[src/sv/u8dcol_pkg.sv]
// shared constants and types for the utf-8 decoder with column tracking
package u8dcol_pkg;

   localparam int unsigned ByteBits     = 8;
   localparam int unsigned CodeBits     = 21;
   localparam int unsigned ColOutBits   = 16;
   localparam int unsigned PendBits     = 2;
   localparam int unsigned ColumnBitsDefault = 16;

   // lead byte boundaries
   localparam logic [ByteBits-1:0] LeadAsciiEnd = 8'h80;
   localparam logic [ByteBits-1:0] LeadTwoLo    = 8'hc0;
   localparam logic [ByteBits-1:0] LeadThreeLo  = 8'he0;
   localparam logic [ByteBits-1:0] LeadFourLo   = 8'hf0;
   localparam logic [ByteBits-1:0] LeadFourEnd  = 8'hf8;

   localparam logic [ByteBits-1:0] MaskTwo      = 8'b0001_1111;
   localparam logic [ByteBits-1:0] MaskThree    = 8'b0000_1111;
   localparam logic [ByteBits-1:0] MaskFour     = 8'b0000_0111;
   localparam logic [ByteBits-1:0] MaskCont     = 8'b0011_1111;
   localparam logic [CodeBits-1:0] NarrowMax    = 21'h00007f;

   // continuation bytes still expected after a lead byte
   localparam logic [PendBits-1:0] PendNone  = 2'd0;
   localparam logic [PendBits-1:0] PendOne   = 2'd1;
   localparam logic [PendBits-1:0] PendTwo   = 2'd2;
   localparam logic [PendBits-1:0] PendThree = 2'd3;

   // decoded result handed from the decode logic to the result register
   typedef struct packed {
      logic                  emit;
      logic [CodeBits-1:0]   code_point;
      logic [ColOutBits-1:0] column;
      logic                  double_width;
   } result_type;

endpackage

[src/sv/utf8_decode_with_column_advance_core.sv]
// top level: utf-8 byte stream decoder with character column tracking
//
// Takes one byte per item and decodes utf-8 without validation, giving one item per
// completed code point with the cell column where it starts and a double-width flag
// (set above 0x7f; the column then advances by two, otherwise by one, and saturates).
// A zero lead byte ends the string and clears the column; req_string_start clears the
// column and any partial sequence before its byte. Throughput is one byte per cycle while
// the output register is empty or being drained: a byte is held in the input register,
// is decoded there against the sequence state and its result lands in the output
// register, which drives rsp_valid. The input register loads whenever it is empty or its
// byte is being decoded, and decoding moves on whenever the output register is empty or
// being drained.
module utf8_decode_with_column_advance_core #(
   parameter int unsigned COLUMN_BITS = u8dcol_pkg::ColumnBitsDefault
) (
   input  logic                              clock,
   input  logic                              reset,
   input  logic                              req_valid,
   output logic                              req_ready,
   input  logic [u8dcol_pkg::ByteBits-1:0]   req_text_byte,
   input  logic                              req_string_start,
   output logic                              rsp_valid,
   input  logic                              rsp_ready,
   output logic [u8dcol_pkg::CodeBits-1:0]   rsp_code_point,
   output logic [u8dcol_pkg::ColOutBits-1:0] rsp_column,
   output logic                              rsp_double_width
);
   import u8dcol_pkg::*;

   logic                   in_valid_ff;
   logic [ByteBits-1:0]    in_byte_ff;
   logic                   in_start_ff;
   logic [PendBits-1:0]    pending_ff, pending_in;
   logic [CodeBits-1:0]    partial_ff, partial_in;
   logic [COLUMN_BITS-1:0] column_ff, column_in;
   logic                   out_valid_ff;
   logic [CodeBits-1:0]    out_cp_ff;
   logic [ColOutBits-1:0]  out_col_ff;
   logic                   out_wide_ff;
   result_type             result;
   logic                   advance;
   logic                   process;

   u8dcol_decode #(
      .COLUMN_BITS (COLUMN_BITS)
   ) u_decode (
      .text_byte    (in_byte_ff),
      .string_start (in_start_ff),
      .pending      (pending_ff),
      .partial      (partial_ff),
      .column_count (column_ff),
      .pending_in   (pending_in),
      .partial_in   (partial_in),
      .column_in    (column_in),
      .result       (result)
   );

   assign advance   = !out_valid_ff || rsp_ready;
   assign process   = in_valid_ff && advance;
   assign req_ready = !in_valid_ff || advance;

   always_ff @(posedge clock) begin
      if (reset) begin
         in_valid_ff  <= 1'b0;
         out_valid_ff <= 1'b0;
         pending_ff   <= PendNone;
         partial_ff   <= '0;
         column_ff    <= '0;
      end else begin
         if (req_ready) begin
            in_valid_ff <= req_valid;
         end
         if (advance) begin
            out_valid_ff <= process && result.emit;
         end
         if (process) begin
            pending_ff <= pending_in;
            partial_ff <= partial_in;
            column_ff  <= column_in;
         end
      end
   end

   always_ff @(posedge clock) begin
      if (req_ready && req_valid) begin
         in_byte_ff  <= req_text_byte;
         in_start_ff <= req_string_start;
      end
      if (process && result.emit) begin
         out_cp_ff   <= result.code_point;
         out_col_ff  <= result.column;
         out_wide_ff <= result.double_width;
      end
   end

   assign rsp_valid        = out_valid_ff;
   assign rsp_code_point   = out_cp_ff;
   assign rsp_column       = out_col_ff;
   assign rsp_double_width = out_wide_ff;

   // the width flag follows the code point
   a_wide_matches : assert property (@(posedge clock) disable iff (reset)
      rsp_valid |-> (rsp_double_width == (rsp_code_point > NarrowMax)))
      else $error("double width flag disagrees with code point");

   // the last continuation byte of a sequence always yields a result
   a_last_cont_emits : assert property (@(posedge clock) disable iff (reset)
      (process && !in_start_ff && pending_ff == PendOne) |=> rsp_valid)
      else $error("completed sequence gave no result");

   // reset empties both registers and drops any partial sequence
   a_reset_clears : assert property (@(posedge clock)
      reset |=> (!rsp_valid && !in_valid_ff && pending_ff == PendNone))
      else $error("reset left pipeline state");

endmodule

[src/sv/u8dcol_decode.sv]
// combinational decode of one byte against the running sequence and column state
module u8dcol_decode #(
   parameter int unsigned COLUMN_BITS = u8dcol_pkg::ColumnBitsDefault
) (
   input  logic [u8dcol_pkg::ByteBits-1:0] text_byte,
   input  logic                            string_start,
   input  logic [u8dcol_pkg::PendBits-1:0] pending,
   input  logic [u8dcol_pkg::CodeBits-1:0] partial,
   input  logic [COLUMN_BITS-1:0]          column_count,
   output logic [u8dcol_pkg::PendBits-1:0] pending_in,
   output logic [u8dcol_pkg::CodeBits-1:0] partial_in,
   output logic [COLUMN_BITS-1:0]          column_in,
   output u8dcol_pkg::result_type          result
);
   import u8dcol_pkg::*;

   logic [PendBits-1:0]    pend_eff;
   logic [CodeBits-1:0]    part_eff;
   logic [COLUMN_BITS-1:0] col_eff;
   logic [CodeBits-1:0]    shifted;
   logic                   emit;
   logic [CodeBits-1:0]    cp;
   logic                   wide;
   logic [COLUMN_BITS:0]   col_sum;
   logic [31:0]            col_ext;
   logic                   clear_col;

   always_comb begin
      // start of string drops any partial sequence and the column
      pend_eff = string_start ? PendNone : pending;
      part_eff = string_start ? '0 : partial;
      col_eff  = string_start ? '0 : column_count;

      shifted    = {part_eff[CodeBits-7:0], 6'b0} | CodeBits'(text_byte & MaskCont);
      emit       = 1'b0;
      cp         = CodeBits'(text_byte);
      pending_in = PendNone;
      partial_in = '0;
      clear_col  = 1'b0;

      if (pend_eff != PendNone) begin
         partial_in = shifted;
         pending_in = pend_eff - PendOne;
         cp         = shifted;
         emit       = (pend_eff == PendOne);
      end else if (text_byte == '0) begin
         // terminator ends the string
         clear_col = 1'b1;
      end else if (text_byte >= LeadTwoLo && text_byte < LeadThreeLo) begin
         partial_in = CodeBits'(text_byte & MaskTwo);
         pending_in = PendOne;
      end else if (text_byte >= LeadThreeLo && text_byte < LeadFourLo) begin
         partial_in = CodeBits'(text_byte & MaskThree);
         pending_in = PendTwo;
      end else if (text_byte >= LeadFourLo && text_byte < LeadFourEnd) begin
         partial_in = CodeBits'(text_byte & MaskFour);
         pending_in = PendThree;
      end else begin
         // ascii and stray bytes stand for themselves
         emit = 1'b1;
      end

      wide    = (cp > NarrowMax);
      col_sum = {1'b0, col_eff} + (wide ? (COLUMN_BITS+1)'(2) : (COLUMN_BITS+1)'(1));

      if (clear_col) begin
         column_in = '0;
      end else if (emit) begin
         column_in = col_sum[COLUMN_BITS] ? '1 : col_sum[COLUMN_BITS-1:0];
      end else begin
         column_in = col_eff;
      end

      col_ext             = 32'(col_eff);
      result.emit         = emit;
      result.code_point   = cp;
      result.column       = col_ext[ColOutBits-1:0];
      result.double_width = wide;
   end

endmodule
[config.mk]
export PLATFORM = sky130hd
export DESIGN_NAME = utf8_decode_with_column_advance_core
export DESIGN_NICKNAME = d
export VERILOG_FILES = /design/src/sv/u8dcol_pkg.sv /design/src/sv/utf8_decode_with_column_advance_core.sv /design/src/sv/u8dcol_decode.sv
export SDC_FILE = /design/constraint.sdc
export NUM_CORES = 1
export LEC_CHECK = 0
export ABC_CLOCK_PERIOD_IN_PS = 7020
export BUFFER_PORTS_ARGS = -buffer_cell sky130_fd_sc_hd__buf_2
export CAP_MARGIN = 40
export CORE_MARGIN = 2
export CORE_UTILIZATION = 45
export CTS_CLUSTER_DIAMETER = 60
export DETAILED_ROUTE_END_ITERATION = 6
export GPL_TIMING_DRIVEN = 0
export PLACE_DENSITY = 0.61
export SLEW_MARGIN = 10
export SYNTH_ARGS = -nofsm -noshare
export SYNTH_HDL_FRONTEND = slang
export SYNTH_HIERARCHICAL = 1
export SYNTH_SLANG_ARGS = --single-unit
export TNS_END_PERCENT = 50
[constraint.sdc]
create_clock -name clock -period 7.02 [get_ports clock]
set_clock_uncertainty 0.15 [all_clocks]
set_input_delay 0 -clock clock [delete_from_list [all_inputs] [get_ports clock]]
set_output_delay 0 -clock clock [all_outputs]
set_load 0.03 [all_outputs]
# Word-level counts from Yosys, hierarchy flattened

Cells that the tools add are included.

Add/subtract/negate cells: 2
$mul: 0
Div/mod/pow operators: 0
$lt $le $gt $ge: 7
Equal/unequal tests: 1
Shift-type cells: 0
Multiplexer cells: 25
Bitwise operators: 1
Reductions and logical operators: 12

Operator list:

| cell                                                           | number |
|---|---|
| two-way mux 16 bit                                             | 4 |
| two-way mux 15 bit                                             | 4 |
| greater-or-equal comparator 8 bit, second input constant       | 3 |
| less-than comparator 8 bit, second input constant              | 3 |
| greater-than comparator 21 x 7 -> 1 bit, second input constant | 1 |
| two-way mux 21 bit                                             | 1 |
| OR 21 x 6 -> 21 bit                                            | 1 |
| adder 16 x 17 -> 17 bit                                        | 1 |
| two-way mux 2 bit                                              | 7 |
| logical NOT 8 bit                                              | 1 |
| two-way mux 1 bit                                              | 7 |
| logical AND 1 bit                                              | 6 |
| two-way mux 4 bit                                              | 1 |
| two-way mux 3 bit                                              | 1 |
| equality test 2 x 1 -> 1 bit, second input constant            | 1 |
| logical NOT 1 bit                                              | 2 |
| logical OR 1 bit                                               | 2 |
| nonzero test 2 bit                                             | 1 |
| subtractor 2 x 1 -> 2 bit, second input constant               | 1 |

Flip-flop bits (word level): 82
Bits in latches: 0
RAM bits: 0
Memory bits (read-only): 0
Bits of input ports: 13
Output and inout port bits: 40
Word-level logic and storage cells: 58
Memories kept: 0

# Depth between registers and ports, before layout

Gate-level depths: netlist of the first run.

Depth in word-level cells: 9
Depth in mapped cells: 12
Depth with buffers taken out: 11

# Cells and area by module

Netlist of the first run, hierarchy kept.

Modules (own cells, without submodules):

| module                               | times used | cells each | area an instance (sq um) | seq. area each (sq um) |
|---|---|---|---|---|
| utf8_decode_with_column_advance_core | 1          | 228        | 3256.9                   | 2232.1 |
| u8dcol_decode                        | 1          | 201        | 1320.0                   | 0.0 |

# Least setup slack after synthesis of the first run

No wires, ideal clock.

Path kind: reg2reg
Start point: reg in_start_ff
End point: reg out_cp_ff[0], in the netlist rsp_code_point[0], enable pin
Arrival time: 3070 ps
Path slack: 3367 ps
Cell stages (with the launch flop): 10
Cells stage by stage: edfxtp_1 clkbuf_1 nand2b_1 a21o_1 buf_6 inv_4 buf_6 buf_4 nand2_1 nor2_1

Cells in the longest elaborated chain, start to end: 4
Elaborated cells between the ends (all ways): 5
Those cells by class: 1 x eq/ne; 2 x mux; 2 x reduce/logical

Ends and longest elaborated chain:

| element                                                            | line                                       | RTL |
|---|---|---|
| start, declared                                                    | utf8_decode_with_column_advance_core.sv:32 | `logic in_start_ff;` |
| start signal, assigned                                             | utf8_decode_with_column_advance_core.sv:87 | `in_start_ff <= req_string_start;` |
| two-way mux 2 bit *                                                | u8dcol_decode.sv:30                        | `pend_eff = string_start ? PendNone : pending;` |
| equality test 2 x 1 -> 1 bit or nonzero test 2 bit (tied branches) | u8dcol_decode.sv:45, u8dcol_decode.sv:41   |  |
| two-way mux 1 bit *                                                | u8dcol_decode.sv:41                        | `if (pend_eff != PendNone) begin` |
| via u_decode.emit                                                  | u8dcol_decode.sv:21                        | `logic emit;` |
| logical AND 1 bit *                                                | utf8_decode_with_column_advance_core.sv:89 | `if (process && result.emit) begin` |
| end signal, assigned                                               | utf8_decode_with_column_advance_core.sv:90 | `out_cp_ff <= result.code_point;` |
| end, declared                                                      | utf8_decode_with_column_advance_core.sv:37 | `logic [CodeBits-1:0] out_cp_ff;` |

The timed path passes the listed nets; every way through them passes the cells marked *.
A chain may end at the register's enable or synchronous reset.

# Worst setup path after layout of the first run

Start point: reg in_start_ff
End point: reg column_ff[4]

Cells in the longest elaborated chain, start to end: 9
Elaborated cells between the ends (all ways): 15
Those cells by class: 1 x add/sub; 1 x order compare; 1 x eq/ne; 10 x mux; 1 x bitwise; 1 x reduce/logical

Ends and longest elaborated chain:

| element                                                   | line                                       | RTL |
|---|---|---|
| two-way mux 2 bit or two-way mux 15 bit (tied branches)   | u8dcol_decode.sv:30, u8dcol_decode.sv:31   |  |
| nonzero test 2 bit or OR 21 x 6 -> 21 bit (tied branches) | u8dcol_decode.sv:41, u8dcol_decode.sv:34   |  |
| two-way mux 21 bit *                                      | u8dcol_decode.sv:41                        |  |
| greater-than comparator 21 x 7 -> 1 bit *                 | u8dcol_decode.sv:63                        | `wide = (cp > NarrowMax);` |
| via u_decode.wide                                         | u8dcol_decode.sv:23                        | `logic wide;` |
| two-way mux 2 bit *                                       | u8dcol_decode.sv:64                        | `col_sum = {1'b0, col_eff} + (wide ? (COLUMN_BITS+1)'(2) : (COLUMN_BITS+1)'(1));` |
| adder 16 x 17 -> 17 bit *                                 | u8dcol_decode.sv:64                        |  |
| two-way mux 16 bit *                                      | u8dcol_decode.sv:69                        | `column_in = col_sum[COLUMN_BITS] ? '1 : col_sum[COLUMN_BITS-1:0];` |
| two-way mux 16 bit *                                      | u8dcol_decode.sv:68                        | `end else if (emit) begin` |
| two-way mux 16 bit *                                      | u8dcol_decode.sv:66                        | `if (clear_col) begin` |
| via column_in[4]                                          | utf8_decode_with_column_advance_core.sv:35 | `logic [COLUMN_BITS-1:0] column_ff, column_in;` |
| end signal, assigned                                      | utf8_decode_with_column_advance_core.sv:79 | `column_ff <= column_in;` |
| end, declared                                             | utf8_decode_with_column_advance_core.sv:35 |  |

Marks and branches as above.

==> impl_results.md, run 1 <==
* Critical Path Start Type: flop
* Fin crit share at ~55%
* CTS tree: done
* Via count at 3276
* Achievable frequency at 261 MHz
* Drt pass-1 iters at 5
* Critical Path, Cell by Cell: clkbuf_1 > o21ba_2 > clkbuf_1 > a21bo_1 > xor2_1 > ha_1 > a311oi_1 > nor3_1 > a311oi_1 > nand2b_1 > mux2i_1
* Crit path depth at 11
* Total core area at 9280 sq um
* Total CTS buffers at 9
* WP data arrival at between 3 and 4 ns
* H-tree Lvls at 3
* CP bufs+invs at 2
* Worst hold path depth at 3
* Met3 wire length at between 500 and 600 um
* Die Span X at 102 um
* FILL cells at around 900
* Setup repair after global routing missed its margin: false
* Worst slew margin at 39.8%
* Cells after Synth at 405
* Crit-path leading delay family: compound AO/OA/AOI/OAI gates
* Final-stage net count at 497
* Kind of end point of the critical path: flop
* Largest net degree at the start of global routing at 33
* Post-synthesis cell area at roughly 4300 sq um
* Post-CTS Setup Inserts at 0
* Site row count at 35
* Status: complete, no violations
* Share of post-route cells with drive strength above 1 at 22.7%
* First-pass GRT wire length at 15800 um
* Clock Tree Buf Depth at 2
* Vias in the first global route at 3061
* Met2 wire length at roughly 4400 um
* Crit Path Class: reg -> reg
* Ports at 53
* Fin crit period at 3.83 ns
* Setup TNS at 0 ns
* CTS-repair resized insts at 0
* Pleak at between 1.5 and 2 nW
* Worst slew pin tran at approximately 0.9 ns
* Most frequent cells in the layout: nand2b_1, buf_2, edfxtp_1
* DR DRC count at 0
* Antenna cell count at 0
* Met1 WL at 4670 um
* Endpoints failing hold at 0
* Gr ovfl total at 0
* Starting Density at 46.5%
* VDD IR max at 0.109 mV
* WL final at 9780 um
* Power Dens Cells at 196 nW/um^2
* Crit-path max FO at 10
* Synth Area per Inst at 10.7 sq um
* Initial antenna violation count at 0
* FF-to-FF path depth at 11
* Mapped Nets at 419
* Area grow syn2layout at 18.6%
* Pre-CTS WS at 3.26 ns
* # port buffers at 51
* Max layer used: met4
* Slew Limit Fails at 0
* Min-delay worst type: in -> reg
* Root buffer cell: clkbuf_8
* Antenna-violating nets left at 0
* Max-Cap Viols at 0
* Vias per cell at around 5.3
* Worst EP required at 7.14 ns
* Clock Pin Slew Worst Setup and Hold Paths at 0.08 ns
* Die Y at 102 um
* DR WL/cell at 15.8 um
* Post-DP HPWL at around 7000 um
* Iter 0 DRT Violations at just over 200
* Clock Latency Late Sink at around 0.34 ns
* Setup Viol. Count Final at 0
* Synth warn at 6
* Clock Sinks at 82
* Commonest non-fill, non-tap cell in the layout: nand2b_1
* R2r setup slk at 3.19 ns
* Crit path largest cell delay at about 0.71 ns
* All-layer global routing usage at approximately a fifth
* Die area at 10400 sq um
* Final GP Congestion at roughly 0.90
* Highest-delay cell along the critical path: a311oi_1
* Setup WS post-layout at 3.19 ns
==> power breakdown <==
group          leakage (nW)  total (W)  switching, W  internal, W
combinational          1.08   0.000109     0.0000643    0.0000447
clock                 0.101   0.000366      0.000164     0.000202
sequential            0.721   0.000530    0.00000777     0.000522
total                  1.91    0.00100      0.000236     0.000769
==> timing repair <==
item                                    4_1_cts  5_1_grt
hold buffers                                 15        0
endpoints found under the hold margin        16        0
endpoints found under the setup margin        0        0
==> per-layer routing <==
| metal | vias up | global-route usage (%) |
|---|---|---|
| met4 | 0 | 7.90 |
| met3 | 14 | 3.01 |
| met2 | 107 | 29.9 |
| li1 | 1594 | - |
| met1 | 1561 | 29.2 |
| met5 | - | 0 |
==> worst min-delay path, delay by kind of cell <==
kind | cells | cell delay (ns)
and+or+nand+nor | 1 | 0.19
muxes | 1 | 0.10
buffers and inverters | 1 | 0.19
==> flip-flops by register name (all words and copies together), names as in the netlist, 2 cells and up <==
name            cells
rsp_code_point     21
column_ff          16
rsp_column         16
partial_ff         15
in_byte_ff          8
pending_ff          2
==> metrics by stage <==
step	utilization [%]	power, W	instances	hold WS (ns)	area, sq um
final	55.2	0.00100	617	0.0291	5130
after global routing	55.2	0.00104	617	0.0566	5130
after CTS	55.2	0.00102	617	0.0258	5130
after detailed placement	51.3	0.000644	586	0.0281	4770
after global placement	51.0	0.000642	585	0.0260	4740
after floorplan	-	0.000613	405	-0.0511	4320
==> path summary, 6_finish.rpt <==
kind	end	startpoint
setup / recovery	column_ff[4]$_SDFFE_PP0P_	in_start_ff$_DFFE_PP_
hold / removal	column_ff[10]$_SDFFE_PP0P_	reset
setup reg to reg	column_ff[4]$_SDFFE_PP0P_	in_start_ff$_DFFE_PP_
hold reg to reg	column_ff[13]$_SDFFE_PP0P_	column_ff[13]$_SDFFE_PP0P_
==> cell type report <==
type	instances	area (sq um)	share of cell area, %
Clock inverter	4	76.3	1.49
Inverter	8	32.5	0.634
Buffer	46	313	6.10
Tap cell	129	161	3.15
Sequential cell	82	2110	41.2
Timing Repair Buffer	67	425	8.30
Multi-Input combinational cell	269	1870	36.5
Clock buffer	12	135	2.64
(Power assumes the default switching activity.)
==> inputs of run 2 (changes only) <==
Settings changed: ABC_CLOCK_PERIOD_IN_PS 7020 to 3400, PLACE_DENSITY 0.61 to 0.64.
Clock period 7.02 ns to 3.4 ns, I/O delays scaled along.
==> impl_results.md, run 2 (synthesis gave the netlist of run 1 again) <==
* Clock Pin Slew Worst Setup and Hold Paths at 0.09 ns
* Most frequent cells in the layout: nand2b_1, buf_2, edfxtp_1
* Largest net degree at the start of global routing at 33
* Setup Viol. Count Final at 0
* All-layer global routing usage at 19.3%
* Combinational share of power at 11.2%
* Antenna-violating nets left at 0
* Min-delay worst type: in -> reg
* Vias per cell at between 5 and 6
* Status: complete, no violations
* Crit Path Class: reg -> reg
* First-pass GRT wire length at 15400 um
* Total core area at 9280 sq um
* Area grow syn2layout at 19.1%
* Die Y at 102 um
* Critical Path Start Type: flop
* R2r setup slk at 0.16 ns
* Worst R2R Start: partial_ff[4]$_SDFFE_PP0P_
* Setup TNS at 0 ns
* Fin crit share at 95.2%
* WP data arrival at 3.32 ns
* R2R Path End: column_ff[9]$_SDFFE_PP0P_
* Iter 0 DRT Violations at about 190
* Clock Sinks at 82
* WL final at 9450 um
* Fin crit period at 3.24 ns
* Initial antenna violation count at 0
* Pint at 0.00151 W
* Final GP Congestion at 0.889
* VDD IR max at 0.217 mV
* Pleak at 1.92 nW
* Clock Tree Buf Depth at 2
* Hold Startpoint: reset
* Starting Density at 46.5%
* Pre-CTS WS at -0.377 ns
* Gr ovfl total at 0
* Setup WS post-layout at 0.165 ns
* Antenna cell count at 0
* Worst slew pin tran at 0.571 ns
* Total CTS buffers at 9
* Drt pass-1 iters at 5
* Slew Limit Fails at 0
* Vias in the first global route at 2985
* DR DRC count at 0
* Die Span X at 102 um
* Site row count at 35
* Max reg flops at 21
* Achievable frequency at 309 MHz
* Ports at 53
* CP startpoint: partial_ff[4]$_SDFFE_PP0P_
* H-tree Lvls at 3
* Share of post-route cells with drive strength above 1 at 24.4%
* Final-stage net count at 500
* DR WL/cell at 15.2 um
* Via count at 3213
* CTS tree: done
* Root buffer cell: clkbuf_8
* Endpoints failing hold at 0
* Die area at 10400 sq um
* Worst EP required at 3.49 ns
* Clock Latency Late Sink at around 0.36 ns
* Power Dens Cells at just under 400 nW/um^2
* Post-DP HPWL at just under 7000 um
* Crit-path max FO at 10
* Worst slew margin at 61.6%
* CP Capture Point: column_ff[9]$_SDFFE_PP0P_
* Max-Cap Viols at 0
* # port buffers at 51
* Kind of end point of the critical path: flop
* Sw frac at 25.0%
* Net Sw Power at 0.000504 W
* Clk pwr share at 34.6%
* Commonest non-fill, non-tap cell in the layout: nand2b_1
* Sequential power share at 54.2%
* Setup repair after global routing missed its margin: false
* FF-to-FF path depth at 11
## run 2: power groups by stage
stage	sequential, W	combinational (W)	clock [W]
2_1_floorplan	0.00116	0.000110	0
3_3_place_gp	0.00112	0.000203	0
3_5_place_dp	0.00112	0.000208	0
4_1_cts	0.00110	0.000221	0.000715
5_1_grt	0.00110	0.000241	0.000760
6_report	0.00109	0.000225	0.000698
## run 2: repair_timing
| action | 4_1_cts | 5_1_grt |
|---|---|---|
| endpoints found under the hold margin | 19 | 0 |
| hold buffers | 15 | 0 |
| gates resized for setup | 3 | 1 |
| setup endpoints to repair | 15 | 12 |
| setup buffers | 0 | 4 |
## run 2: per-layer routing
layer	track usage, %	up-vias	wire (um)
li1	-	1589	-
met1	27.8	1511	4710
met2	29.0	101	4110
met3	4.45	12	503
met4	5.85	0	125
met5	0	-	0
## run 2: worst min path at each step
stage,end,slack [ns],cells after the start
detailed placement,in_byte_ff[7]$_DFFE_PP_,0.03,1
global placement,in_byte_ff[0]$_DFFE_PP_,0.03,1
global route,partial_ff[6]$_SDFFE_PP0P_,0.05,3
finish,partial_ff[9]$_SDFFE_PP0P_,0.02,3
CTS,partial_ff[6]$_SDFFE_PP0P_,0.03,3
floorplan,in_byte_ff[0]$_DFFE_PP_,-0.05,0
## run 2: area by class of cell
| class | instances | area, sq um |
|---|---|---|
| fill | 852 | 4140 |
| sequential | 82 | 2110 |
| clock inverter | 6 | 67.6 |
| tap | 129 | 161 |
| buffer | 45 | 312 |
| inverter | 8 | 32.5 |
| timing repair buffer | 71 | 455 |
| multi-input combinational | 269 | 1880 |
| clock buffer | 10 | 128 |
## run 2: worst max-delay path, stage by stage, from the launching register on
cell and delay [ns]:
dfxtp_1 0.33, nor4_1 0.39, nand4_1 0.29, a21bo_2 0.34, xor2_1 0.15, ha_1 0.25, a311o_1 0.33, clkbuf_2 0.22
nand3_1 0.26, o311ai_0 0.20, nand2b_1 0.13, mux2i_1 0.07
## run 2: per-stage QoR
step	total power [W]	instances	utilization, %	hold slack, ns	cell area [sq um]
floorplan	0.00127	405	-	-0.0511	4320
global placement	0.00132	585	51.1	0.0262	4740
detailed placement	0.00133	586	51.3	0.0281	4770
CTS	0.00203	616	55.1	0.0256	5120
global route	0.00210	620	55.4	0.0495	5150
finish	0.00202	620	55.4	0.0155	5150
==> inputs of run 3 (changes only) <==
Settings changed: PLACE_DENSITY 0.64 to 0.65, SYNTH_HIERARCHICAL 1 to not set.
==> impl_results.md, run 3 <==
* Status: complete, no violations
* Die Span X at 92.9 um
* Mapped Nets at 352
* Highest-delay cell along the critical path: fa_2
* Starting Density at 46.3%
* Critical Path Start Type: flop
* Ports at 53
* H-tree Lvls at 3
* Met3 wire length at 525 um
* Max layer used: met4
* WL final at 8290 um
* Antenna-violating nets left at 0
* Post-synth EDFFs at 47
* Final-stage net count at 435
* Vias per cell at approximately 5.6
* Top-area cell type share of the netlist area at 39.7%
* Largest net degree at the start of global routing at 21
* Area grow syn2layout at 24.1%
* Setup TNS at 0 ns
* Synth warn at 0
* Synth Area per Inst at 10.6 sq um
* Crit Path Class: reg -> reg
* Most used cell, CP: buf_4
* Clock Latency Late Sink at approximately 0.35 ns
* Pre-CTS WS at -0.658 ns
* Clock Pin Slew Worst Setup and Hold Paths at ~0.080 ns
* Die Y at 92.9 um
* Max reg flops at 21
* Critical Path, Cell by Cell: buf_4 > clkbuf_8 > o21bai_4 > nand2_2 > and2_4 > ha_2 > inv_1 > fa_2 > and4b_1 > nand4_1 > buf_4 > or2_4 > a41o_1 > a21oi_1
* Most frequent cells in the layout: buf_2, nand2_1, edfxtp_1
* Kind of end point of the critical path: flop
* Post-DP HPWL at between 5000 and 6000 um
* Crit-path max FO at 10
* Clock Tree Buf Depth at 2
* Met2 wire length at ~3800 um
* Met1 WL at about 3800 um
* Count leader, synth: nand2_1
* Setup repair after global routing missed its margin: false
* Crit path largest cell delay at 0.40 ns
* Share of post-route cells with drive strength above 1 at roughly 21%
* Worst slew margin at 44.7%
* Setup WS post-layout at between 0.15 and 0.2 ns
* Pleak at 1.63 nW
* Clock Sinks at between 80 and 90
* Worst EP required at 3.54 ns
* WP data arrival at 3.36 ns
* Slew Limit Fails at 0
* Synth Register Bits at 82
* Site row count at 32
* Antenna cell count at 0
* Cells after Synth at 336
* Power Dens Cells at 446 nW/um^2
* CTS tree: done
* DR WL/cell at roughly 16 um
* Fin crit share at 94.8%
* Via count at 2937
* Commonest non-fill, non-tap cell in the layout: buf_2
* Fin crit period at 3.22 ns
* Post-synthesis cell area at 3560 sq um
* Min-delay worst type: in -> reg
* First-pass GRT wire length at 13600 um
* Synth cell count leaders: nand2_1, edfxtp_1, dfxtp_1
* Gr ovfl total at 0
* DR DRC count at 0
* VDD IR max at 0.250 mV
* Post-synth ARST share at 0%
* Setup Viol. Count Final at 0
* Vias in the first global route at about 2700
* Achievable frequency at a little over 300 MHz
* Sequential area share after synthesis at 59.4%
* Total CTS buffers at 9
* Max-Cap Viols at 0
* Total core area at 7690 sq um
* # port buffers at between 50 and 60
* Most used DFF post-synth: edfxtp_1
* Drt pass-1 iters at 5
* Root buffer cell: clkbuf_8
* Initial antenna violation count at 0
* Worst slew pin tran at slightly above 0.8 ns
* Iter 0 DRT Violations at between 200 and 300
* Final GP Congestion at 0.913
* Die area at roughly 8600 sq um
* All-layer global routing usage at 20.3%
* Synth top area cells: edfxtp_1, dfxtp_1, nand2_1
* Endpoints failing hold at 0
* Area leader, netlist: edfxtp_1
* Yosys cell types at 52
run 3: repair_timing:
| item | CTS | global route |
|---|---|---|
| setup buffers | 2 | 3 |
| gates resized for setup | 7 | 10 |
| endpoints found under the hold margin | 13 | 0 |
| hold buffers | 13 | 0 |
| endpoints found under the setup margin | 16 | 16 |
| pin swaps | 1 | 1 |
| gates cloned | 0 | 0 |
run 3: where the power goes:
part	switching [W]	internal, W
Sequential	0.0000133	0.00107
Combinational	0.000121	0.0000602
Clock	0.000355	0.000344
Total	0.000489	0.00148
run 3: worst paths after layout:
check                              from                    endpoint  slack, ns  depth (start not counted)
max               in_start_ff$_DFFE_PP_   column_ff[1]$_SDFFE_PP0P_       0.18                         14
min                    req_text_byte[6]     in_byte_ff[6]$_DFFE_PP_       0.20                          2
max reg2reg       in_start_ff$_DFFE_PP_   column_ff[1]$_SDFFE_PP0P_       0.18                         14
min reg2reg  partial_ff[0]$_SDFFE_PP0P_  partial_ff[0]$_SDFFE_PP0P_       0.30                          2
run 3: logic make-up after synthesis:
| kind of cell | count (synthesis) | synth area share (%) |
|---|---|---|
| AO/OA/AOI/OAI | 83 | 15.8 |
| buffers and inverters | 28 | 2.99 |
| flip-flops | 82 | 59.4 |
| AND/OR/NAND/NOR | 140 | 20.5 |
| adder cells (fa/ha/maj) | 3 | 1.27 |
run 3: through the flow:
step / cell area, sq um / utilization [%] / total power [W] / std cells / hold WS [ns]
2_1_floorplan: 3560 / - / 0.00121 / 336 / -0.0511
4_1_cts: 4350 / 56.6 / 0.00197 / 523 / 0.189
3_3_place_gp: 3950 / 51.3 / 0.00126 / 490 / 0.0270
6_report: 4410 / 57.4 / 0.00197 / 526 / 0.201
5_1_grt: 4410 / 57.4 / 0.00204 / 526 / 0.189
3_5_place_dp: 3990 / 51.8 / 0.00127 / 492 / 0.0285
run 3: area by class of cell:
type | count | area (sq um)
fillers | 710 | 3270
flip-flops and latches | 82 | 2110
multi-input cells | 226 | 1400
repair buffers | 72 | 460
clock buffers | 11 | 131
well taps | 102 | 128
plain buffers | 14 | 66.3
clock inverters | 5 | 62.6
inverters | 14 | 52.6
run 3: layer usage:
layer  vias to the layer above  GRT usage (%)
met3                        19           3.25
met5                         -              0
met1                      1384           28.9
met2                       121           30.7
met4                         0           9.07
li1                       1413              -
run 3: worst max-delay path, delay by kind of cell (launching register included):
family                   cells  cell delay, ns
AO/OA/AOI/OAI                3            0.54
AND/OR/NAND/NOR              5            0.93
buffers and inverters        4            0.61
flip-flops                   1            0.36
adder cells (fa/ha/maj)      2            0.58
